$ cat src/rqs_pkg.sv
`default_nettype none

package rqs_pkg;

  localparam int QUEUE_DEPTH = 16;

  localparam int PID_W      = 4;
  localparam int BURST_W    = 16;
  localparam int MODE_W     = 2;
  localparam int QUANT_W    = 9;
  localparam int OCC_W      = 5;
  localparam int CFG_IDX_W  = 1;
  localparam int CFG_DATA_W = 9;

  localparam logic [QUANT_W-1:0] QUANT_RESET = 9'd100;

  localparam logic [MODE_W-1:0] MODE_FCFS = 2'd0;
  localparam logic [MODE_W-1:0] MODE_SJF  = 2'd1;
  localparam logic [MODE_W-1:0] MODE_RR   = 2'd2;

  localparam logic KIND_ENQUEUE  = 1'b0;
  localparam logic KIND_DISPATCH = 1'b1;

  localparam logic [CFG_IDX_W-1:0] CFG_MODE    = 1'b0;
  localparam logic [CFG_IDX_W-1:0] CFG_QUANTUM = 1'b1;

  typedef enum logic [1:0] {
    ST_ENQUEUED   = 2'd0,
    ST_DISPATCHED = 2'd1,
    ST_EMPTY      = 2'd2,
    ST_FULL       = 2'd3
  } status_t;

  typedef enum logic [1:0] {
    S_IDLE,
    S_HEAD,
    S_SCAN,
    S_SHIFT
  } state_t;

  typedef struct packed {
    logic               kind;
    logic [PID_W-1:0]   process_id;
    logic [BURST_W-1:0] burst_ms;
  } cmd_t;

  typedef struct packed {
    status_t            status;
    logic [PID_W-1:0]   granted_pid;
    logic [BURST_W-1:0] granted_time;
    logic               burst_done;
    logic [OCC_W-1:0]   occupancy;
  } res_t;

endpackage

`default_nettype wire

$ cat src/ready_queue_fcfs_sjf_rr_unit.sv
`default_nettype none

// channel   signals                                   handshake
// request   start, cmd                                taken when start && !busy
// result    res, res_valid                            one-cycle strobe, no stall
// config    cfg_valid, cfg_index, cfg_data, cfg_ready taken when cfg_valid && cfg_ready
//
// enqueue and dispatch on an empty queue: result in the cycle after the request, busy stays low
// fcfs and rr dispatch: one read of the head slot through the queue memory, busy in state head
// sjf dispatch: a scan of every queued entry, then, unless the tail entry is picked, a shift to close the gap
//   behind the picked slot; both go through the single read port of the queue memory
// synchronous reset empties the queue and loads mode fcfs, quantum 100; no clearing pass
// results cannot be stalled; config is always ready

module ready_queue_fcfs_sjf_rr_unit #(
  parameter int QUEUE_DEPTH = rqs_pkg::QUEUE_DEPTH
) (
  input  wire logic                            clk,
  input  wire logic                            rst,
  input  wire logic                            start,
  output logic                                 busy,
  input  wire rqs_pkg::cmd_t                   cmd,
  output rqs_pkg::res_t                        res,
  output logic                                 res_valid,
  input  wire logic                            cfg_valid,
  output logic                                 cfg_ready,
  input  wire logic [rqs_pkg::CFG_IDX_W-1:0]   cfg_index,
  input  wire logic [rqs_pkg::CFG_DATA_W-1:0]  cfg_data
);

  localparam int PTR_W   = $clog2(QUEUE_DEPTH);
  localparam int CNT_W   = $clog2(QUEUE_DEPTH + 1);
  localparam int SUM_W   = PTR_W + 1;
  localparam int PID_W   = rqs_pkg::PID_W;
  localparam int BURST_W = rqs_pkg::BURST_W;
  localparam int MODE_W  = rqs_pkg::MODE_W;
  localparam int QUANT_W = rqs_pkg::QUANT_W;
  localparam int OCC_W   = rqs_pkg::OCC_W;

  typedef struct packed {
    logic [PID_W-1:0]   pid;
    logic [BURST_W-1:0] burst;
  } entry_t;

  function automatic logic [PTR_W-1:0] wrap_add(input logic [PTR_W-1:0] base,
                                                input logic [CNT_W-1:0] off);
    logic [SUM_W-1:0] sum;
    sum = SUM_W'(base) + SUM_W'(off);
    if (sum >= SUM_W'(QUEUE_DEPTH)) begin
      sum = sum - SUM_W'(QUEUE_DEPTH);
    end
    return sum[PTR_W-1:0];
  endfunction

  // queue memory, ring ordered from head
  entry_t mem [QUEUE_DEPTH];
  entry_t rd_data;
  logic [PTR_W-1:0] rd_addr;
  logic             we;
  logic [PTR_W-1:0] wr_addr;
  entry_t           wr_data;

  rqs_pkg::state_t state, state_next;
  logic [PTR_W-1:0]   head, head_next;
  logic [PTR_W-1:0]   tail, tail_next;
  logic [CNT_W-1:0]   count, count_next;
  logic [CNT_W-1:0]   issue_off, issue_off_next;
  logic [CNT_W-1:0]   data_off, data_off_next;
  logic               data_vld, data_vld_next;
  logic [CNT_W-1:0]   best_off, best_off_next;
  logic [PID_W-1:0]   best_pid, best_pid_next;
  logic [BURST_W-1:0] best_burst, best_burst_next;
  logic [MODE_W-1:0]  mode;
  logic [QUANT_W-1:0] quantum;
  rqs_pkg::res_t      res_next;
  logic               res_valid_next;

  logic               accept;
  logic [CNT_W-1:0]   last_off;
  logic               is_full;
  logic               last_data;

  assign busy      = (state != rqs_pkg::S_IDLE);
  assign accept    = start && !busy;
  assign cfg_ready = 1'b1;
  assign last_off  = count - CNT_W'(1);
  assign is_full   = (count == CNT_W'(QUEUE_DEPTH));
  assign last_data = data_vld && (data_off == last_off);

  always_ff @(posedge clk) begin
    if (we) begin
      mem[wr_addr] <= wr_data;
    end
    rd_data <= mem[rd_addr];
  end

  // running minimum, earliest entry wins a tie
  always_comb begin
    best_off_next   = best_off;
    best_pid_next   = best_pid;
    best_burst_next = best_burst;
    if (state == rqs_pkg::S_SCAN && data_vld &&
        (data_off == '0 || rd_data.burst < best_burst)) begin
      best_off_next   = data_off;
      best_pid_next   = rd_data.pid;
      best_burst_next = rd_data.burst;
    end
  end

  always_comb begin
    state_next = state;
    unique case (state)
      rqs_pkg::S_IDLE: begin
        if (accept && cmd.kind == rqs_pkg::KIND_DISPATCH && count != '0) begin
          state_next = (mode == rqs_pkg::MODE_SJF) ? rqs_pkg::S_SCAN : rqs_pkg::S_HEAD;
        end
      end
      rqs_pkg::S_HEAD: state_next = rqs_pkg::S_IDLE;
      rqs_pkg::S_SCAN: begin
        if (last_data) begin
          state_next = (best_off_next == last_off) ? rqs_pkg::S_IDLE : rqs_pkg::S_SHIFT;
        end
      end
      rqs_pkg::S_SHIFT: begin
        if (last_data) begin
          state_next = rqs_pkg::S_IDLE;
        end
      end
      default: state_next = rqs_pkg::S_IDLE;
    endcase
  end

  always_comb begin
    head_next      = head;
    tail_next      = tail;
    count_next     = count;
    issue_off_next = issue_off;
    data_off_next  = data_off;
    data_vld_next  = data_vld;
    we             = 1'b0;
    wr_addr        = tail;
    wr_data        = '{pid: cmd.process_id, burst: cmd.burst_ms};
    rd_addr        = (state == rqs_pkg::S_IDLE) ? head : wrap_add(head, issue_off);
    res_next       = '0;
    res_valid_next = 1'b0;

    unique case (state)
      rqs_pkg::S_IDLE: begin
        if (accept) begin
          if (cmd.kind == rqs_pkg::KIND_ENQUEUE) begin
            res_valid_next = 1'b1;
            if (is_full) begin
              res_next.status    = rqs_pkg::ST_FULL;
              res_next.occupancy = OCC_W'(count);
            end else begin
              we                 = 1'b1;
              tail_next          = wrap_add(tail, CNT_W'(1));
              count_next         = count + CNT_W'(1);
              res_next.status    = rqs_pkg::ST_ENQUEUED;
              res_next.occupancy = OCC_W'(count + CNT_W'(1));
            end
          end else if (count == '0) begin
            res_valid_next     = 1'b1;
            res_next.status    = rqs_pkg::ST_EMPTY;
            res_next.occupancy = OCC_W'(count);
          end else if (mode == rqs_pkg::MODE_SJF) begin
            // head slot is read this cycle as offset zero
            issue_off_next = CNT_W'(1);
            data_off_next  = '0;
            data_vld_next  = 1'b1;
          end
        end
      end

      rqs_pkg::S_HEAD: begin
        head_next            = wrap_add(head, CNT_W'(1));
        res_valid_next       = 1'b1;
        res_next.status      = rqs_pkg::ST_DISPATCHED;
        res_next.granted_pid = rd_data.pid;
        if (mode == rqs_pkg::MODE_RR && rd_data.burst > BURST_W'(quantum)) begin
          // slice used up, remainder goes back to the tail
          we                    = 1'b1;
          wr_data               = '{pid: rd_data.pid,
                                    burst: rd_data.burst - BURST_W'(quantum)};
          tail_next             = wrap_add(tail, CNT_W'(1));
          res_next.granted_time = BURST_W'(quantum);
          res_next.burst_done   = 1'b0;
          res_next.occupancy    = OCC_W'(count);
        end else begin
          count_next            = count - CNT_W'(1);
          res_next.granted_time = rd_data.burst;
          res_next.burst_done   = 1'b1;
          res_next.occupancy    = OCC_W'(count - CNT_W'(1));
        end
      end

      rqs_pkg::S_SCAN: begin
        if (last_data) begin
          data_vld_next = 1'b0;
          if (best_off_next == last_off) begin
            // picked the tail entry, nothing to close up
            tail_next             = wrap_add(tail, CNT_W'(QUEUE_DEPTH - 1));
            count_next            = last_off;
            res_valid_next        = 1'b1;
            res_next.status       = rqs_pkg::ST_DISPATCHED;
            res_next.granted_pid  = best_pid_next;
            res_next.granted_time = best_burst_next;
            res_next.burst_done   = 1'b1;
            res_next.occupancy    = OCC_W'(last_off);
          end else begin
            issue_off_next = best_off_next + CNT_W'(1);
          end
        end else if (issue_off < count) begin
          issue_off_next = issue_off + CNT_W'(1);
          data_off_next  = issue_off;
          data_vld_next  = 1'b1;
        end else begin
          data_vld_next = 1'b0;
        end
      end

      rqs_pkg::S_SHIFT: begin
        // entry read last cycle moves one slot toward the head
        if (data_vld) begin
          we      = 1'b1;
          wr_addr = wrap_add(head, data_off - CNT_W'(1));
          wr_data = rd_data;
        end
        if (last_data) begin
          data_vld_next         = 1'b0;
          tail_next             = wrap_add(tail, CNT_W'(QUEUE_DEPTH - 1));
          count_next            = last_off;
          res_valid_next        = 1'b1;
          res_next.status       = rqs_pkg::ST_DISPATCHED;
          res_next.granted_pid  = best_pid;
          res_next.granted_time = best_burst;
          res_next.burst_done   = 1'b1;
          res_next.occupancy    = OCC_W'(last_off);
        end else if (issue_off < count) begin
          issue_off_next = issue_off + CNT_W'(1);
          data_off_next  = issue_off;
          data_vld_next  = 1'b1;
        end else begin
          data_vld_next = 1'b0;
        end
      end

      default: begin
        data_vld_next = 1'b0;
      end
    endcase
  end

  always_ff @(posedge clk) begin
    if (rst) begin
      state     <= rqs_pkg::S_IDLE;
      head      <= '0;
      tail      <= '0;
      count     <= '0;
      data_vld  <= 1'b0;
      res_valid <= 1'b0;
    end else begin
      state     <= state_next;
      head      <= head_next;
      tail      <= tail_next;
      count     <= count_next;
      data_vld  <= data_vld_next;
      res_valid <= res_valid_next;
    end
  end

  always_ff @(posedge clk) begin
    issue_off  <= issue_off_next;
    data_off   <= data_off_next;
    best_off   <= best_off_next;
    best_pid   <= best_pid_next;
    best_burst <= best_burst_next;
    res        <= res_next;
  end

  always_ff @(posedge clk) begin
    if (rst) begin
      mode    <= rqs_pkg::MODE_FCFS;
      quantum <= rqs_pkg::QUANT_RESET;
    end else if (cfg_valid && cfg_ready) begin
      unique case (cfg_index)
        rqs_pkg::CFG_MODE:    mode    <= cfg_data[MODE_W-1:0];
        rqs_pkg::CFG_QUANTUM: quantum <= cfg_data[QUANT_W-1:0];
        default: ;
      endcase
    end
  end

  a_count_bound: assert property (@(posedge clk) disable iff (rst)
    count <= CNT_W'(QUEUE_DEPTH))
    else $error("queue count above depth");

  a_ring_consistent: assert property (@(posedge clk) disable iff (rst)
    (state == rqs_pkg::S_IDLE) |-> (tail == wrap_add(head, count)))
    else $error("tail does not match head plus count");

  a_result_idle: assert property (@(posedge clk) disable iff (rst)
    res_valid |-> (state == rqs_pkg::S_IDLE))
    else $error("result strobe while a dispatch is in progress");

  a_enqueue_count: assert property (@(posedge clk) disable iff (rst)
    (accept && cmd.kind == rqs_pkg::KIND_ENQUEUE && !is_full)
      |=> (count == $past(count) + CNT_W'(1)))
    else $error("enqueue did not grow the queue");

  a_dispatch_busy: assert property (@(posedge clk) disable iff (rst)
    (accept && cmd.kind == rqs_pkg::KIND_DISPATCH && count != '0) |=> busy)
    else $error("dispatch on a held entry did not go busy");

endmodule

`default_nettype wire
$ cat config.mk
export PLATFORM = sky130hd
export DESIGN_NAME = ready_queue_fcfs_sjf_rr_unit
export DESIGN_NICKNAME = d
export VERILOG_FILES = /design/src/rqs_pkg.sv /design/src/ready_queue_fcfs_sjf_rr_unit.sv
export SDC_FILE = /design/constraint.sdc
export NUM_CORES = 1
export LEC_CHECK = 0
export ABC_AREA = 1
export BUFFER_PORTS_ARGS = -buffer_cell sky130_fd_sc_hd__buf_2
export CAP_MARGIN = 20
export CORE_UTILIZATION = 55
export CTS_BUF_LIST = sky130_fd_sc_hd__clkbuf_16
export DETAILED_ROUTE_END_ITERATION = 8
export PLACE_DENSITY_LB_ADDON = 0.08
export SKIP_LAST_GASP = 1
export SYNTH_ARGS = -nofsm -noshare
export SYNTH_HDL_FRONTEND = slang
export SYNTH_SLANG_ARGS = --single-unit
$ cat constraint.sdc
create_clock -name clk -period 4.1 [get_ports clk]
set_input_delay 0.615 -clock clk [delete_from_list [all_inputs] [get_ports clk]]
set_output_delay 0.615 -clock clk [all_outputs]
set_load 0.02 [all_outputs]
# After elaboration in Yosys (flattened, before gate mapping)
# Memory sizes are Yosys's and may differ from the RTL's. A register that Yosys moved wholly into a read port is not among the register bits.
# Cells that the tools add are included.
# W data, S select, Z words.
# word_totals
output_inout_bits	31
mem_count	1
ff_bits	91
in_bits	35
mem_bits_rw	320
# classes
mux	88
order_cmp	8
reduce_logical	25
addsub	16
n_bitwise	1
n_eq_ne	24
# memory_table
memory	words	width	read_ports	rd_ports_with_merged_regs	wr	line	source
mem	16	20	1	1	1	ready_queue_fcfs_sjf_rr_unit.sv:56	entry_t mem [QUEUE_DEPTH];
# op_table
cell	n
$mux W5	25
$mux W27	3
$mux W4	16
$pmux W21 S3	1
$mux W20	2
$pmux W20 S2	1
$pmux W5 S4	2
$ne A2 B2 Y1 const B	13
$ge A5 B5 Y1 const B	5
$mux W22	1
$reduce_and A7 Y1	3
$sub A4 B1 Y4 const B	5
$mux W1	19
$mux W2	9
$gt A16 B9 Y1	1
$lt A16 B16 Y1	1
$mux W16	1
$pmux W2 S4	2
$pmux W4 S4	1
$sub A16 B9 Y16	1
$add A5 B1 Y5 const B	3
$pmux W5 S3	1
$add A4 B1 Y5 const B	2
$add A4 B5 Y5	2
27 further kinds	42

# Longest topological paths before layout
# depth
word_depth	8
mapped_depth	24
depth_no_buf	23

# Worst setup path after synthesis
# No wires, ideal clock.
# synth_path
path_kind	register to register
start	register, netlist name rd_data[0]
end	memory mem[0][0] (netlist bit) (enable)
slack_ns	0.454
required_ns	3.703
path_stages_with_launch	18
t_arrival_ns	3.249
setup_time_ns	0.397
cell_sequence	dfxtp_1 inv_2 ha_1 fa_1 nand3b_1 nand2_1 a21oi_1 nor2_1 nor2_1 o211ai_2 nand2_1 a21boi_1 nand2_2 nor2_4 inv_2 nand3_1 nand3_1 nor2_1
# synth_between
elab_chain_cells	6
# synth_rtl
element	line	source
$gt A16 B9 Y1	ready_queue_fcfs_sjf_rr_unit.sv:180	if (mode == rqs_pkg::MODE_RR && rd_data.burst > BURST_W'(quantum)) begin
$logic_and A1 B1 Y1	ready_queue_fcfs_sjf_rr_unit.sv:180	
$mux W1	ready_queue_fcfs_sjf_rr_unit.sv:180	
$pmux W1 S3	ready_queue_fcfs_sjf_rr_unit.sv:147	unique case (state)
$mux W1	ready_queue_fcfs_sjf_rr_unit.sv:91	if (we) begin
$mux W1 (not written as such)	ready_queue_fcfs_sjf_rr_unit.sv:92	mem[wr_addr] <= wr_data;
end, declared	ready_queue_fcfs_sjf_rr_unit.sv:56	
# Every way passes these cells.

# Final worst setup path
# layout_path
start	register, netlist name rd_data[0]
end	memory mem[6][5] (netlist bit) (enable)
# layout_between
elab_chain_cells	6
# layout_rtl
element	line
$gt A16 B9 Y1	ready_queue_fcfs_sjf_rr_unit.sv:180
$logic_and A1 B1 Y1	ready_queue_fcfs_sjf_rr_unit.sv:180
$mux W1	ready_queue_fcfs_sjf_rr_unit.sv:180
$pmux W1 S3	ready_queue_fcfs_sjf_rr_unit.sv:147
$mux W1	ready_queue_fcfs_sjf_rr_unit.sv:91
$mux W1 (not written as such)	ready_queue_fcfs_sjf_rr_unit.sv:92
# Every way passes these cells.

==> summary.md <==
| Metric | Value |
|---|---|
| Outcome | finished clean |
| Pin count of the biggest net entering global routing | ~110 |
| Cell count of the worst reg-to-reg path | 18 |
| EDFF count, synth | 330 |
| Global route overflow | 0 |
| Initial antenna violation count | 1 |
| Wirelength per Cell | 20.62 µm |
| Leading area contributor after synthesis | edfxtp_1 |
| PostCTS Resize Cnt | 0 |
| Worst slew pin tran | between 900 and 1000 ps |
| Synth Area in XOR/XNOR | 0.01536 |
| Asr flop ratio synth | 0 |
| Drt pass-1 iters | 5 |
| Post-CTS setup buffers | 0 |
| Worst Hold Depth | 3 |
| R2R Path Start | rd_data[0]$_DFF_P_ |
| Num rows | 68 |
| Num CTS Buffers | 46 |
| Vias in the first global route | 13540 |
| Synth-to-Final Area Change | 13.59% |
| Storage cell area | ~12000 µm² |
| DRC viols | 0 |
| Initial Util | 0.5598 |
| Count of pins over their slew limit | 0 |
| Worst-case clock buffer depth | 3 |
| Clock skew | roughly 23 ps |
| CTS sink count | roughly 430 |
| Number of DRC markers in iteration 0 | 1402 |
| Hold Crit Endpoint | quantum[6]$_SDFFE_PP1P_ |
| Pleak | ~8.4 nW |
| CP arrival | roughly 3800 ps |
| Final critical-path required period | 3615 ps |
| Main synth FF type | edfxtp_1 |
| Reg2reg setup slack | 480 ps |
| P_int | about 8.5 mW |
| Crit end category | register |
| Synth Area in Adders | 0.03189 |
| Top post-synthesis cells by count | nor2_1, edfxtp_1, nand2_1 |
| Synth Area in Compound Gates | 0.1341 |
| Clk Latency, worst-skew pair | ~580 ps |
| Chip height | approximately 190 µm |
| Avg Cell Area, Syn | between 10 and 15 µm² |
| Area of the multi-input gates | 6596 µm² |
| Ranking of synthesized cells by area | edfxtp_1, dfxtp_1, nor2_1, o21ai_0, nand2_1 |
| Fin crit share | 0.8817 |
| CTS Hold Bufs | 0 |
| Place WS | around 540 ps |
| Die width | about 190 µm |
| Unrepaired setup endpoints after global routing | no |
| Post-synth top area share | 0.5112 |
| # fillers | approximately 2700 |
| Flop pwr share | 0.410 |
| Post-DRT Antenna Nets | 0 |
| I/O pins | between 60 and 70 |
| Fin Setup TNS | 0 ps |
| Most frequent cell after synthesis | nor2_1 |
| Tightest Hold Check Type | primary input to register |
| Syn Inst Count | approximately 1800 |
| Maximum VDD drop | ~0.42 mV |
| Via density | around 5.9 |
| Total die area | roughly 36000 µm² |
| Total Wirelength | 49890 µm |
| Reg2reg end | mem[6][5]$_DFFE_PP_ |
| Worst-path clk slew | around 60 ps |
| Worst path max stage delay | approximately 400 ps |
| First-pass GRT wire length | just under 80000 µm |
| Synth warn | 0 |
| Netlist cell types | 52 |
| CORE AREA | around 35000 µm² |
| Largest family of logic cells by synthesized area | simple AND/OR/NAND/NOR gates |
| PnR worst setup slack | a little under 500 ps |
| Hold Crit Start | cfg_data[6] |
| Clk root buf | clkbuf_16 |
| Critical path launch point type | register |
| Critical path, cell by cell | inv_2 > ha_1 > fa_1 > nand3b_1 > nand2_1 > a21oi_1 > nor2_1 > nor2_1 > o211ai_2 > nand2_1 > a21boi_1 > nand2_2 > nor2_4 > inv_2 > nand3_1 > nand3_1 > nor2_2 > buf_4 |
| Critical path class | register to register |
| DR vias | between 10000 and 15000 |
| Sequential area share after synthesis | 0.6155 |
| Max_cap viols | 0 |
| H-tree lvl count | 2 |
| Layout cells sized above 1 | 0.1482 |
| Max Clock Freq | 276.6 MHz |
| DP Wirelength | 32680 µm |
| Switch Pwr | 4.252 mW |
| Crit Path Max Fanout | 20 |
| Setup-failing EPs final | 0 |
| Synth Register Bits | about 430 |
| Post-synthesis cell area | ~19000 µm² |
| CTS tree | built |
| Final Hold Viols | 0 |
| Port-buffer cells | 64 |
| Net Count, Synth | between 1500 and 2000 |
| GRT Util Overall | 0.2841 |
| Mux share of post-synthesis cell area | 0.01162 |
| Switch share | 0.3322 |
| Pwr Density | about 580 nW/µm² |
| Slowest-stage cell, CP | fa_1 |
| Critical Path RT | 4320 ps |
| Relative slew slack | 0.3769 |
| Final #Nets | ~2000 |
| Clock power share | 0.315 |
| Simple-gate share of the synthesized area | 0.1426 |
| Gate power share | 0.275 |
| Final GP Congestion | ~0.94 |
## cell usage in the layout (no fill, tap or decap), types with 10 or more instances in the layout
master	instances
edfxtp_1	330
nor2_1	323
nand2_1	217
o21ai_0	165
inv_1	130
dfxtp_1	101
o32ai_1	80
a21oi_1	68
buf_4	67
buf_2	64
nand3_1	51
clkbuf_16	47
ha_1	43
o211ai_1	37
xor2_1	30
a31oi_1	24
mux2_2	20
nor2_2	18
nor3_1	13
inv_2	12
clkinv_2	11
clkinv_1	10
## power groups by stage
| stage | clock [mW] | sequential [mW] | combinational (mW) |
|---|---|---|---|
| finish | 4.03 | 5.25 | 3.52 |
| global route | 4.24 | 5.27 | 3.88 |
| CTS | 4.08 | 5.25 | 3.51 |
| detailed placement | 0 | 5.34 | 3.50 |
| global placement | 0 | 5.33 | 3.45 |
| floorplan | 0 | 5.32 | 2.28 |
## cell families after synthesis
group | Yosys count
mux | 20
other cells | 1
buf+inv | 232
simple gates | 665
compound gates | 410
fa+ha+maj | 47
xor+xnor | 34
flops | 431
## metal layers
layer | part of all wire | vias to the layer above | global-route usage
met4 | 0.026 | 0 | 0.09367
li1 | - | 6704 | -
met1 | 0.45 | 6925 | 0.4074
met2 | 0.46 | 482 | 0.4462
met5 | 0 | - | 0
met3 | 0.064 | 85 | 0.04058
## worst max-delay path, delay by kind of cell, from the launching register on
kind            cells  cell delay (ps)
fa+ha+maj           2              620
compound gates      3              440
flops               1              330
buf+inv             3              530
simple gates       10             1340
## layout make-up
cell class / count / area share
Tap cell: 455 / 0.02586
Antenna cell: 1 / 0.0001137
Timing Repair Buffer: 138 / 0.04376
Clock buffer: 47 / 0.05342
Sequential cell: 431 / 0.5419
Clock inverter: 38 / 0.01256
Multi-Input combinational cell: 1177 / 0.2996
Inverter: 133 / 0.02279
## how the worst max path moves through the flow
stage | slack (ps) | cells after the start | end | start
2_1_floorplan | 450 | 17 | mem[0][0]$_DFFE_PP_ | rd_data[0]$_DFF_P_
3_3_place_gp | 600 | 18 | mem[6][7]$_DFFE_PP_ | rd_data[0]$_DFF_P_
3_5_place_dp | 540 | 18 | mem[6][7]$_DFFE_PP_ | rd_data[0]$_DFF_P_
4_1_cts | 530 | 18 | mem[6][4]$_DFFE_PP_ | rd_data[0]$_DFF_P_
5_1_grt | 270 | 18 | mem[0][7]$_DFFE_PP_ | rd_data[0]$_DFF_P_
6_report | 480 | 18 | mem[6][5]$_DFFE_PP_ | rd_data[0]$_DFF_P_
## per-stage QoR
stage | utilization | cells | power [mW] | area (µm²) | hold WS, ps
6_report | 0.6358 | 2420 | 12.80 | 22020 | 262.8
5_1_grt | 0.6358 | 2420 | 13.39 | 22020 | 253.5
4_1_cts | 0.6353 | 2417 | 12.84 | 22000 | 241.6
3_5_place_dp | 0.5934 | 2332 | 8.832 | 20550 | 470.8
3_3_place_gp | 0.5934 | 2332 | 8.781 | 20550 | 464.7
2_1_floorplan | - | 1840 | 7.597 | 19380 | 446.7
## sequential cells by signal (all words and copies together) (netlist names), 2 cells and up
register    flops
best_off        5
quantum         9
state           2
tail            4
res            28
mode            2
head            4
mem           320
issue_off       5
best_pid        4
data_off        5
rd_data        20
best_burst     16
count           5
(Power assumes the default switching activity.)
